File: config.mk
export PLATFORM = sky130hd
export DESIGN_NAME = ssf_coef_store
export DESIGN_NICKNAME = d
export VERILOG_FILES = /design/src/rtl/ssf_pkg.sv /design/src/rtl/ssf_coef_store.sv
export SDC_FILE = /design/constraint.sdc
export NUM_CORES = 2
export LEC_CHECK = 0
export CORE_AREA = 2 2 487 489
export DETAILED_ROUTE_END_ITERATION = 10
export DIE_AREA = 0 0 489 491
export DONT_BUFFER_PORTS = 1
export PLACE_DENSITY_LB_ADDON = 0.08
export SYNTH_ARGS = -nofsm -noshare
export SYNTH_HDL_FRONTEND = slang
export SYNTH_SLANG_ARGS = --single-unit
export TNS_END_PERCENT = 10
File: constraint.sdc
create_clock -name clock -period 6.3 [get_ports clock]
set_input_delay 0 -clock clock [delete_from_list [all_inputs] [get_ports clock]]
set_output_delay 0 -clock clock [all_outputs]
set_load 0.02 [all_outputs]
File: src/rtl/ssf_pkg.sv
`default_nettype none
// Shared constants and types of the state-space filter step.
package ssf_pkg;

   // Model size and storage geometry
   localparam int MAX_ORDER  = 8;
   localparam int DIM        = MAX_ORDER + 1;
   localparam int COEF_DEPTH = DIM * DIM;
   localparam int ADDR_W     = $clog2(COEF_DEPTH);
   localparam int ROW_W      = $clog2(DIM);
   localparam int IDX_W      = (MAX_ORDER > 1) ? $clog2(MAX_ORDER) : 1;

   // Field widths
   localparam int OP_W       = 2;
   localparam int CIDX_W     = 4;
   localparam int ORDER_W    = 4;
   localparam int COEF_W     = 32;
   localparam int SAMPLE_W   = 24;
   localparam int STATE_W    = 40;

   // Fixed-point arithmetic
   localparam int COEF_FRAC  = 27;
   localparam int U_SHIFT    = 8;                  // Q1.23 to Q9.31
   localparam int LO_W       = 16;                 // low operand slice, unsigned
   localparam int HI_W       = STATE_W - LO_W;     // high operand slice, signed
   localparam int MUL_B_W    = HI_W + 1;
   localparam int PROD_W     = COEF_W + MUL_B_W;
   localparam int SUM_W      = PROD_W + LO_W + 1;
   localparam int TERM_W     = SUM_W - COEF_FRAC;
   localparam int ACC_W      = 50;
   localparam int Y_W        = ACC_W - U_SHIFT;

   localparam logic signed [SUM_W-1:0] ROUND_BIAS = SUM_W'(1) << (COEF_FRAC - 1);
   localparam logic signed [ACC_W-1:0] Y_BIAS     = ACC_W'(1) << (U_SHIFT - 1);

   // Operation codes
   localparam logic [OP_W-1:0] OP_FILTER      = 2'd0;
   localparam logic [OP_W-1:0] OP_WRITE_COEF  = 2'd1;
   localparam logic [OP_W-1:0] OP_CLEAR_STATE = 2'd2;

   // One multiply-accumulate term on its way through the shared unit
   typedef struct packed {
      logic                 valid;
      logic                 last;    // closes a matrix row
      logic [ROW_W-1:0]     row;
   } tag_type;

   // Exact row sum handed back to the sequencer
   typedef struct packed {
      logic                    valid;
      logic [ROW_W-1:0]        row;
      logic signed [ACC_W-1:0] sum;
   } res_type;

endpackage
`default_nettype wire

File: src/rtl/ssf_coef_store.sv
`default_nettype none
// Coefficient memory of the matrix [Ad Bd; Cd Dd] with per-entry valid bits.
module ssf_coef_store (
   input  wire                                  clock,
   input  wire                                  reset,
   input  wire                                  wr_en,
   input  wire        [ssf_pkg::ADDR_W-1:0]     wr_addr,
   input  wire signed [ssf_pkg::COEF_W-1:0]     wr_data,
   input  wire        [ssf_pkg::ADDR_W-1:0]     rd_addr,
   output logic signed [ssf_pkg::COEF_W-1:0]    rd_coef
);

   logic signed [ssf_pkg::COEF_W-1:0] coef_mem [ssf_pkg::COEF_DEPTH];
   logic        [ssf_pkg::COEF_DEPTH-1:0] valid_ff, valid_in;
   logic signed [ssf_pkg::COEF_W-1:0] rd_data_ff;
   logic                              rd_valid_ff;

   always_comb begin
      valid_in = valid_ff;
      if (wr_en) begin
         valid_in[wr_addr] = 1'b1;
      end
   end

   always_ff @(posedge clock) begin
      if (reset) begin
         valid_ff    <= '0;
         rd_valid_ff <= 1'b0;
      end else begin
         valid_ff    <= valid_in;
         rd_valid_ff <= valid_ff[rd_addr];
      end
   end

   always_ff @(posedge clock) begin
      if (wr_en) begin
         coef_mem[wr_addr] <= wr_data;
      end
      rd_data_ff <= coef_mem[rd_addr];
   end

   // an entry never written reads as zero
   assign rd_coef = rd_valid_ff ? rd_data_ff : '0;

endmodule
`default_nettype wire

==> flow_summary.yaml <==
outcome:
  outcome: "complete, but fails checks"
  violations: "max-slew violations"
clock_network:
  post_cts_buffers: 0
  tritoncts: "done"
  ctsRootBufferMaster: "clkbuf_16"
  ctsHtreeMaxLevel: 5
  clk_path_buf_depth: 4
  cts.sinks: 2706
  clock_latency_ps: 950
  cts_buffers: 305
  clkTransAtPathRegs_ps: 60
pwr:
  ir_worst_vdd_v: 0.000293
  cellPowerDensity_nw_per_um2: 324
  p_leak_uw: 0.0369
timing:
  fin_crit_sh_pct: 67.2
  slew_violations: 525
  fin_tns_setup_ps: 0
  fin_skew_ps: 61.1
  fin_crit_ps: 4230
  slew_headroom_pct: -75.9
  setup-violations-final: 0
  worst_pin_slew_ps: 2640
  rsz0062_at_grt: "no"
  hold_slack_ps: 5.52
  hold_violations: 0
  fmax_mhz: 236
drt:
  initialDrtViolationCount: 8309
  drc: 0
  viasPerCell: 6.33
  routed_wl_um: 341000
  drtPass1Iterations: 6
  ant_nets: 0
  routedWlPerCell_um: 40.4
  num_vias: 53348
setup_path:
  required_ps: 7180
  r2r_end: "rd_data_ff[27]$_DFF_P_"
  rrSetupSlack_ps: 2940
  r2r-start: "coef_mem[31][27]$_DFFE_PP_"
  arrival_ps: 5120
  crit_path_start_kind: "input port"
  crit_type: "in2reg"
  cp-end-kind: "flip-flop"
  r2r_cells: 6
  path_max_fanout: 82
synthesis:
  synth_common_cells: "edfxtp_1 (2592), mux4_2 (647), nor2_1 (281)"
  synth_top_area_cell: "edfxtp_1"
  synth_cells: 4752
  async_reset_ff_share_pct: 0
  syn_area_per_cell_sq_um: 21.7
  ys_warn_count: 0
  ys_seq_elements: 2706
  synth_most_common_cell: "edfxtp_1"
  synthTopCellsByArea: "edfxtp_1 (76%), mux4_2 (14%), dfxtp_1 (2.2%), mux2i_1 (1.5%), nor2_1 (1.0%)"
  syn_area_sq_um: 103000
  ys.flop_type: "edfxtp_1"
  synth.top_cell.area_share_pct: 75.6
  synth_fp_nets: 4801
  synth-edff-count: 2592
  yosysUniqueCellTypes: 58
  ys_seq_area_share_pct: 77.8
cells_and_area:
  nFillCells: 18743
  final_nets: 5093
  post-route-util_pct: 50.4
  layout-drive-gt1-share_pct: 25.4
  syn_to_final_growth_pct: 14.7
die:
  io-pin-count: 81
  die_h_um: 491
  die-area_sq_um: 240000
  rows: 178
  dieWidth_um: 489
  start_util_pct: 43.9
  core_sq_um: 235000
global_routing:
  grt_pass1_wl_um: 458000
  grt_max_degree: 602
  top_usage_layer: "met2"
  grt_use_met2_pct: 43.5
  use_met3_pct: 5.75
  met1_usage_pct: 41.5
  grt_remaining_overflow: 0
  track_usage_pct: 28.3
  antenna_found_initial: 30
  grt_pass1_vias: 52140
placement:
  dp_hpwl_um: 173000
  place.gp.congestion: 0.803
  io_buffers: 0
min_path:
  min_to: "rd_data_ff[29]$_DFF_P_"
  hold_depth: 4
  worst_hold_path_type: "in2reg"
  min_from: "rd_addr[4]"
job:
  cap_violations: 0
layer usage:
layer	up-vias	routed length (um)
met3	443	33100
met5	-	48
li1	20512	-
met2	2929	159000
met1	29458	140000
met4	6	9040
cell type report:
class / instances / area [sq um] / share of cell area, %
diodes: 12 / 30.0 / 0.0254
clock buffers: 406 / 8290 / 7.01
clock inverters: 119 / 800 / 0.677
inverters: 4 / 20.0 / 0.0169
multi-input cells: 1780 / 22000 / 18.6
flip-flops and latches: 2706 / 80100 / 67.8
well taps: 3150 / 3940 / 3.34
repair buffers: 247 / 2960 / 2.51
sequential cells by signal (all words and copies together), names as in the netlist:
name and cells:
rd_valid_ff 1, valid_ff 81, coef_mem 2592, rd_data_ff 32
worst max-delay path by stage:
stage / startpoint / to / slack (ps) / cells after the start
after floorplan: wr_en / coef_mem[24][0]$_DFFE_PP_ / 2100 / 3
after global placement: rd_addr[0] / rd_data_ff[8]$_DFF_P_ / 1480 / 7
after detailed placement: rd_addr[0] / rd_data_ff[7]$_DFF_P_ / 2070 / 5
after CTS: rd_addr[3] / rd_data_ff[0]$_DFF_P_ / 2230 / 12
after global routing: rd_addr[0] / rd_data_ff[0]$_DFF_P_ / 1940 / 10
final: rd_addr[3] / rd_data_ff[0]$_DFF_P_ / 2070 / 12
cell families after synthesis:
family	synth area share [%]
AO/OA/AOI/OAI	2.38
buffers and inverters	1.48
flip-flops	77.8
multiplexers	15.7
AND/OR/NAND/NOR	2.64
stage by stage:
stage,cell area [sq um],setup WS [ps],instances,total power (uW)
finish,118000,2070,8424,38300
global route,118000,1940,8413,39300
CTS,118000,2230,8411,38500
detailed placement,107000,2070,7775,21500
global placement,107000,1480,7774,21500
floorplan,103000,2100,4752,21200
worst max-delay path, cell delays in order:
cell and delay, ps:
dlygate4sd3_1 690, buf_12 250, buf_16 590, nor2b_2 70, buf_4 310, nand2_1 580
o22ai_1 240, nor4_1 660, o22ai_1 250, dlygate4sd3_1 660, a21oi_1 120, dlygate4sd3_1 570
where the power goes:
part / leakage [uW] / internal (uW) / switching (uW)
combinational: 0.00821 / 701 / 1230
clock: 0.00445 / 9560 / 7000
sequential: 0.0242 / 19800 / 49.6
total: 0.0369 / 30100 / 8280
placed cells by master (no fill, tap or decap), drive strengths merged, types with 49 or more instances in the layout:
cell type	count
buf	179
clkbuf	406
clkinv	101
dfxtp	114
dlygate4sd3	68
edfxtp	2592
mux2i	154
mux4	647
nand2	134
nand3	49
nor2	281
o21ai	52
o22ai	75
repair_timing:
action	in CTS	in global routing
gates resized for setup	0	0
hold endpoints to repair	3272	0
hold buffers	111	0
Power figures use the tool's default switching activity.
