**config.mk**
```make
export PLATFORM = sky130hd
export DESIGN_NAME = ssf_mac
export DESIGN_NICKNAME = d
export VERILOG_FILES = /design/src/rtl/ssf_pkg.sv /design/src/rtl/ssf_mac.sv
export SDC_FILE = /design/constraint.sdc
export NUM_CORES = 2
export LEC_CHECK = 0
export BUFFER_PORTS_ARGS = -buffer_cell sky130_fd_sc_hd__buf_2
export CELL_PAD_IN_SITES_DETAIL_PLACEMENT = 0
export CELL_PAD_IN_SITES_GLOBAL_PLACEMENT = 1
export CORE_MARGIN = 3
export CORE_UTILIZATION = 52
export CTS_BUF_LIST = sky130_fd_sc_hd__clkbuf_8
export DETAILED_ROUTE_END_ITERATION = 7
export GPL_TIMING_DRIVEN = 0
export PLACE_DENSITY = 0.83
export SKIP_LAST_GASP = 1
export SLEW_MARGIN = 20
export SYNTH_ARGS = -nofsm -noshare
export SYNTH_HDL_FRONTEND = slang
export SYNTH_SLANG_ARGS = --single-unit
```
**constraint.sdc**
```tcl
create_clock -name clock -period 14.1 [get_ports clock]
set_input_delay 2.115 -clock clock [delete_from_list [all_inputs] [get_ports clock]]
set_output_delay 2.115 -clock clock [all_outputs]
set_load 0.03 [all_outputs]
```
**src/rtl/ssf_pkg.sv**
```systemverilog
`default_nettype none
// Shared constants and types of the state-space filter step.
package ssf_pkg;

   // Model size and storage geometry
   localparam int MAX_ORDER  = 8;
   localparam int DIM        = MAX_ORDER + 1;
   localparam int COEF_DEPTH = DIM * DIM;
   localparam int ADDR_W     = $clog2(COEF_DEPTH);
   localparam int ROW_W      = $clog2(DIM);
   localparam int IDX_W      = (MAX_ORDER > 1) ? $clog2(MAX_ORDER) : 1;

   // Field widths
   localparam int OP_W       = 2;
   localparam int CIDX_W     = 4;
   localparam int ORDER_W    = 4;
   localparam int COEF_W     = 32;
   localparam int SAMPLE_W   = 24;
   localparam int STATE_W    = 40;

   // Fixed-point arithmetic
   localparam int COEF_FRAC  = 27;
   localparam int U_SHIFT    = 8;                  // Q1.23 to Q9.31
   localparam int LO_W       = 16;                 // low operand slice, unsigned
   localparam int HI_W       = STATE_W - LO_W;     // high operand slice, signed
   localparam int MUL_B_W    = HI_W + 1;
   localparam int PROD_W     = COEF_W + MUL_B_W;
   localparam int SUM_W      = PROD_W + LO_W + 1;
   localparam int TERM_W     = SUM_W - COEF_FRAC;
   localparam int ACC_W      = 50;
   localparam int Y_W        = ACC_W - U_SHIFT;

   localparam logic signed [SUM_W-1:0] ROUND_BIAS = SUM_W'(1) << (COEF_FRAC - 1);
   localparam logic signed [ACC_W-1:0] Y_BIAS     = ACC_W'(1) << (U_SHIFT - 1);

   // Operation codes
   localparam logic [OP_W-1:0] OP_FILTER      = 2'd0;
   localparam logic [OP_W-1:0] OP_WRITE_COEF  = 2'd1;
   localparam logic [OP_W-1:0] OP_CLEAR_STATE = 2'd2;

   // One multiply-accumulate term on its way through the shared unit
   typedef struct packed {
      logic                 valid;
      logic                 last;    // closes a matrix row
      logic [ROW_W-1:0]     row;
   } tag_type;

   // Exact row sum handed back to the sequencer
   typedef struct packed {
      logic                    valid;
      logic [ROW_W-1:0]        row;
      logic signed [ACC_W-1:0] sum;
   } res_type;

endpackage
`default_nettype wire

```
**src/rtl/ssf_mac.sv**
```systemverilog
`default_nettype none
// Shared multiply, round and accumulate unit of the state-space filter.
module ssf_mac (
   input  wire                                  clock,
   input  wire                                  reset,
   input  wire ssf_pkg::tag_type                issue,
   input  wire signed [ssf_pkg::STATE_W-1:0]    issue_opnd,
   input  wire signed [ssf_pkg::COEF_W-1:0]     coef,
   output ssf_pkg::res_type                     res,
   output logic                                 busy
);

   ssf_pkg::tag_type tag0_ff, tag1_ff, tag2_ff, tag3_ff;
   ssf_pkg::res_type res_ff, res_in;

   logic signed [ssf_pkg::STATE_W-1:0] opnd_ff;
   logic signed [ssf_pkg::COEF_W-1:0]  coef_ff;
   logic        [ssf_pkg::LO_W-1:0]    lo_ff;
   logic signed [ssf_pkg::PROD_W-1:0]  prod_hi_ff, prod_lo_ff;
   logic signed [ssf_pkg::TERM_W-1:0]  term_ff, term_in;
   logic signed [ssf_pkg::ACC_W-1:0]   acc_ff, acc_in, acc_sum;

   logic signed [ssf_pkg::COEF_W-1:0]  mul_a;
   logic signed [ssf_pkg::MUL_B_W-1:0] mul_b;
   logic signed [ssf_pkg::PROD_W-1:0]  product;
   logic signed [ssf_pkg::SUM_W-1:0]   wide;

   // the one multiplier: high operand slice, then low slice of the same term
   always_comb begin
      if (tag0_ff.valid) begin
         mul_a = coef;
         mul_b = ssf_pkg::MUL_B_W'(signed'(opnd_ff[ssf_pkg::STATE_W-1:ssf_pkg::LO_W]));
      end else begin
         mul_a = coef_ff;
         mul_b = signed'({1'b0, ssf_pkg::HI_W'(lo_ff)});
      end
      product = mul_a * mul_b;
   end

   // recombine slices, round to 31 fraction bits, then accumulate
   always_comb begin
      wide    = ssf_pkg::SUM_W'(signed'({prod_hi_ff, {ssf_pkg::LO_W{1'b0}}}))
              + ssf_pkg::SUM_W'(prod_lo_ff) + ssf_pkg::ROUND_BIAS;
      term_in = wide[ssf_pkg::SUM_W-1:ssf_pkg::COEF_FRAC];
      acc_sum = acc_ff + ssf_pkg::ACC_W'(term_ff);
      acc_in  = acc_ff;
      res_in  = '0;
      if (tag3_ff.valid) begin
         if (tag3_ff.last) begin
            acc_in       = '0;
            res_in.valid = 1'b1;
            res_in.row   = tag3_ff.row;
            res_in.sum   = acc_sum;
         end else begin
            acc_in = acc_sum;
         end
      end
   end

   always_ff @(posedge clock) begin
      if (reset) begin
         tag0_ff <= '0;
         tag1_ff <= '0;
         tag2_ff <= '0;
         tag3_ff <= '0;
         res_ff  <= '0;
         acc_ff  <= '0;
      end else begin
         tag0_ff <= issue;
         tag1_ff <= tag0_ff;
         tag2_ff <= tag1_ff;
         tag3_ff <= tag2_ff;
         res_ff  <= res_in;
         acc_ff  <= acc_in;
      end
   end

   always_ff @(posedge clock) begin
      if (issue.valid) begin
         opnd_ff <= issue_opnd;
      end
      if (tag0_ff.valid) begin
         prod_hi_ff <= product;
         coef_ff    <= coef;
         lo_ff      <= opnd_ff[ssf_pkg::LO_W-1:0];
      end
      if (tag1_ff.valid) begin
         prod_lo_ff <= product;
      end
      term_ff <= term_in;
   end

   assign res  = res_ff;
   assign busy = tag0_ff.valid | tag1_ff.valid | tag2_ff.valid | tag3_ff.valid | res_ff.valid;

`ifndef SYNTHESIS
   a_mul_share: assert property (@(posedge clock) disable iff (reset)
      !(tag0_ff.valid && tag1_ff.valid))
      else $error("multiplier claimed by two terms at once");
   a_low_follows: assert property (@(posedge clock) disable iff (reset)
      tag0_ff.valid |=> tag1_ff.valid)
      else $error("low slice product did not follow high slice");
   a_row_close: assert property (@(posedge clock) disable iff (reset)
      res_ff.valid |-> $past(tag3_ff.valid && tag3_ff.last))
      else $error("row sum released without closing term");
`endif

endmodule
`default_nettype wire

```
==> impl_table.tex <==
\begin{tabular}{lr}
\hline
Metric & Value \\
\hline
\multicolumn{2}{l}{\textbf{Setup path}} \\
Crit path top cell by count & fa\_1 \\
Startpoint Class & flop \\
Number of stages on the worst setup path & 29 \\
Maximum net fanout on the critical path & 33 \\
Path type of the worst setup path & reg2reg \\
Delay-heaviest family, CP & adder cells \\
Worst-case reg-to-reg path depth & 29 \\
Worst-path cell with the longest stage delay & clkbuf\_1 \\
Required time of the critical path & 14,510 ps \\
Critical path arrival & 11,880 ps \\
Count of buffering cells on the critical path with inverters included & 9 \\
Maximum single-stage delay on the critical path & 930 ps \\
Type of destination of the critical path & flop \\
\multicolumn{2}{l}{\textbf{Yosys}} \\
Flip-flop and latch count after synthesis & 362 \\
Commonest cells post-synth & inv\_1 (886), fa\_1 (820), nor2\_1 (474) \\
Synth area leaders & fa\_1 (37\%), edfxtp\_1 (11\%), dfxtp\_1 (9.5\%), ha\_1 (9.0\%), inv\_1 (7.6\%) \\
Synth Cell Area & 43,870 um\^{}2 \\
Synth warn & 0 \\
Library cell occupying the most area in the post-synthesis netlist & fa\_1 \\
Post-synth net total & 5,745 \\
Synthesized netlist cell count & 4,530 \\
Most common cell in the synthesized netlist & inv\_1 \\
Share of Yosys cell area claimed by the top area cell type & 37.42\% \\
Yosys cell types & 79 \\
Post-Synthesis Mean Instance Area & 9.683 um\^{}2 \\
Async set or reset register ratio after synthesis & 0\% \\
Most common flop cell mapped by yosys & dfxtp\_1 \\
Share of the yosys chip area belonging to registers & 20.03\% \\
EDFF count, synth & 154 \\
\multicolumn{2}{l}{\textbf{Status}} \\
Run status & finished clean \\
\multicolumn{2}{l}{\textbf{Placed design}} \\
Worst slack at placement & 2632 ps \\
Placer congestion estimate & 1.016 \\
Area after DPL & 45,890 um\^{}2 \\
Post-DP HPWL & 106,200 um \\
Quantity of I/O buffers inserted on ports & 105 \\
\multicolumn{2}{l}{\textbf{Worst hold path}} \\
Path type of the worst min-delay path & reg2reg \\
Hold Path Cell Cnt & 0 \\
\multicolumn{2}{l}{\textbf{Floorplan}} \\
Horizontal extent of the die & 296.4 um \\
Initial cell density of the core & 53.00\% \\
Std-Cell Core Area & 82,770 um\^{}2 \\
Chip Height & 296.4 um \\
Ports placed on the boundary & 136 \\
Die Outline Area & 87,880 um\^{}2 \\
\# rows & 105 \\
\multicolumn{2}{l}{\textbf{Global route}} \\
Maximum number of pins on one net before global-route repair & 43 \\
Antenna violations before repair & 3 \\
Number of global-route vias before repair & 33,360 \\
First-pass GRT wire length & 195,000 um \\
Global router's overall resource usage & 29.79\% \\
Sum of overflow across all layers after global routing & 0 \\
\multicolumn{2}{l}{\textbf{Routing}} \\
DR DRC count & 0 \\
Drt first pass iters & 5 \\
Count of vias placed by the detailed router & 31,710 \\
Drt initial violations & 2,018 \\
Count of nets left with antenna violations after detail routing & 0 \\
Drt via density & 5.435 \\
Sum of routed wire length over all layers & 126,700 um \\
Drt wl/cell & 21.71 um \\
\multicolumn{2}{l}{\textbf{CTS}} \\
Total of cells resized after clock tree synthesis & 0 \\
Number of setup buffers added after CTS & 0 \\
Hold buffers post-CTS & 0 \\
Number of buffers on the longest clock path & 3 \\
Number of sinks on the clock net & 362 \\
Clock slew at reported path FFs & 70 ps \\
Later-pin clock latency in the skew report & 710 ps \\
Root buffer cell & clkbuf\_8 \\
H-tree Lvls & 3 \\
Clock buffer count from CTS & 67 \\
CTS tree & built \\
\multicolumn{2}{l}{\textbf{Timing}} \\
Final critical-path setup slack & 2631 ps \\
Final-report setup violation count & 0 \\
Worst slew pin tran & 1175 ps \\
Highest clock rate & 87.19 MHz \\
Setup TNS & 0 ps \\
Setup repair after global routing missed its margin & false \\
Number of hold violations in the final report & 0 \\
Final period util & 81.34\% \\
Max Transition Viols Final & 0 \\
Worst clock skew on the final layout & 63.18 ps \\
Remaining max-slew budget at the tightest pin & 21.67\% \\
Post-route minimum period & 11,470 ps \\
\multicolumn{2}{l}{\textbf{Final layout}} \\
Syn-to-layout area delta & 7.821\% \\
Net total in the final layout & 5,926 \\
Share of cells above drive strength 1 & 5.776\% \\
Fin area & 47,300 um\^{}2 \\
\multicolumn{2}{l}{\textbf{Run}} \\
Max-cap check violation count & 0 \\
\hline
\end{tabular}
-- cells by family after synthesis --
| kind of cell | after synthesis | share of synthesized area, % |
|---|---|---|
| xor gates and xnor gates | 153 | 3.055 |
| and+or+nand+nor | 1262 | 12.64 |
| muxes | 57 | 1.335 |
| AOI/OAI and AO/OA | 479 | 7.251 |
| DFF | 362 | 20.03 |
| buffers and inverters | 1082 | 9.276 |
| adders and majority gates | 1135 | 46.41 |
-- final cells by class --
cell class | instances | area [um^2]
Inverter | 895 | 3359
Buffer | 187 | 711.9
Clock inverter | 38 | 276.5
Tap cell | 1070 | 1339
Timing Repair Buffer | 112 | 620.6
Sequential cell | 362 | 8793
Antenna cell | 3 | 7.507
Multi-Input combinational cell | 3086 | 31070
Clock buffer | 81 | 1115
Fill cell | 7525 | 35470
-- final timing paths --
check	from	end	slack [ps]
worst max-delay path	tag0_ff[5]$_SDFF_PP0_	prod_lo_ff[56]$_DFFE_PP_	2630
worst min-delay path	opnd_ff[6]$_DFFE_PP_	lo_ff[6]$_DFFE_PP_	410
worst max register to register	tag0_ff[5]$_SDFF_PP0_	prod_lo_ff[56]$_DFFE_PP_	2630
worst min register to register	opnd_ff[6]$_DFFE_PP_	lo_ff[6]$_DFFE_PP_	410
-- flip-flops by register name, indices dropped and copies added (netlist names) --
signal,cells
opnd_ff,40
prod_lo_ff,41
lo_ff,16
res,55
prod_hi_ff,57
term_ff,47
coef_ff,32
acc_ff,50
tag1_ff,6
tag3_ff,6
tag0_ff,6
tag2_ff,6
-- cell usage in the layout (no fill, tap or decap), types with 29 or more instances in the layout --
cell type	n
inv_1	901
mux2i_1	33
nand3_1	33
buf_2	109
ha_1	315
a21oi_1	155
nor2b_1	61
nor2_1	474
and3_1	93
o21ai_0	68
fa_1	819
xnor2_1	99
a21o_1	75
nand2b_1	31
dfxtp_1	206
and2_1	29
clkbuf_8	81
nand2_1	453
edfxtp_1	154
xor2_1	54
clkbuf_1	163
-- through the flow --
stage / instances / utilization [%] / hold WS (ps)
after global routing: 5831 / 57.14 / 422.1
final: 5834 / 57.14 / 406.2
after floorplan: 4530 / - / 400.3
after global placement: 5705 / 55.25 / 400.3
after detailed placement: 5712 / 55.45 / 405.4
after CTS: 5831 / 57.13 / 407.9
-- layer usage --
| layer | wire, um | vias to the layer above | GRT usage [%] |
|---|---|---|---|
| met1 | 51140 | 15730 | 38.31 |
| met2 | 57610 | 1252 | 48.08 |
| met3 | 11410 | 292 | 7.279 |
| met4 | 6514 | 0 | 13.32 |
| met5 | 0 | - | 0 |
| li1 | - | 14430 | - |
Power is left out: the tool's default activity adds up to more than one toggle a clock period on the data nets, which glitch-free logic cannot reach.
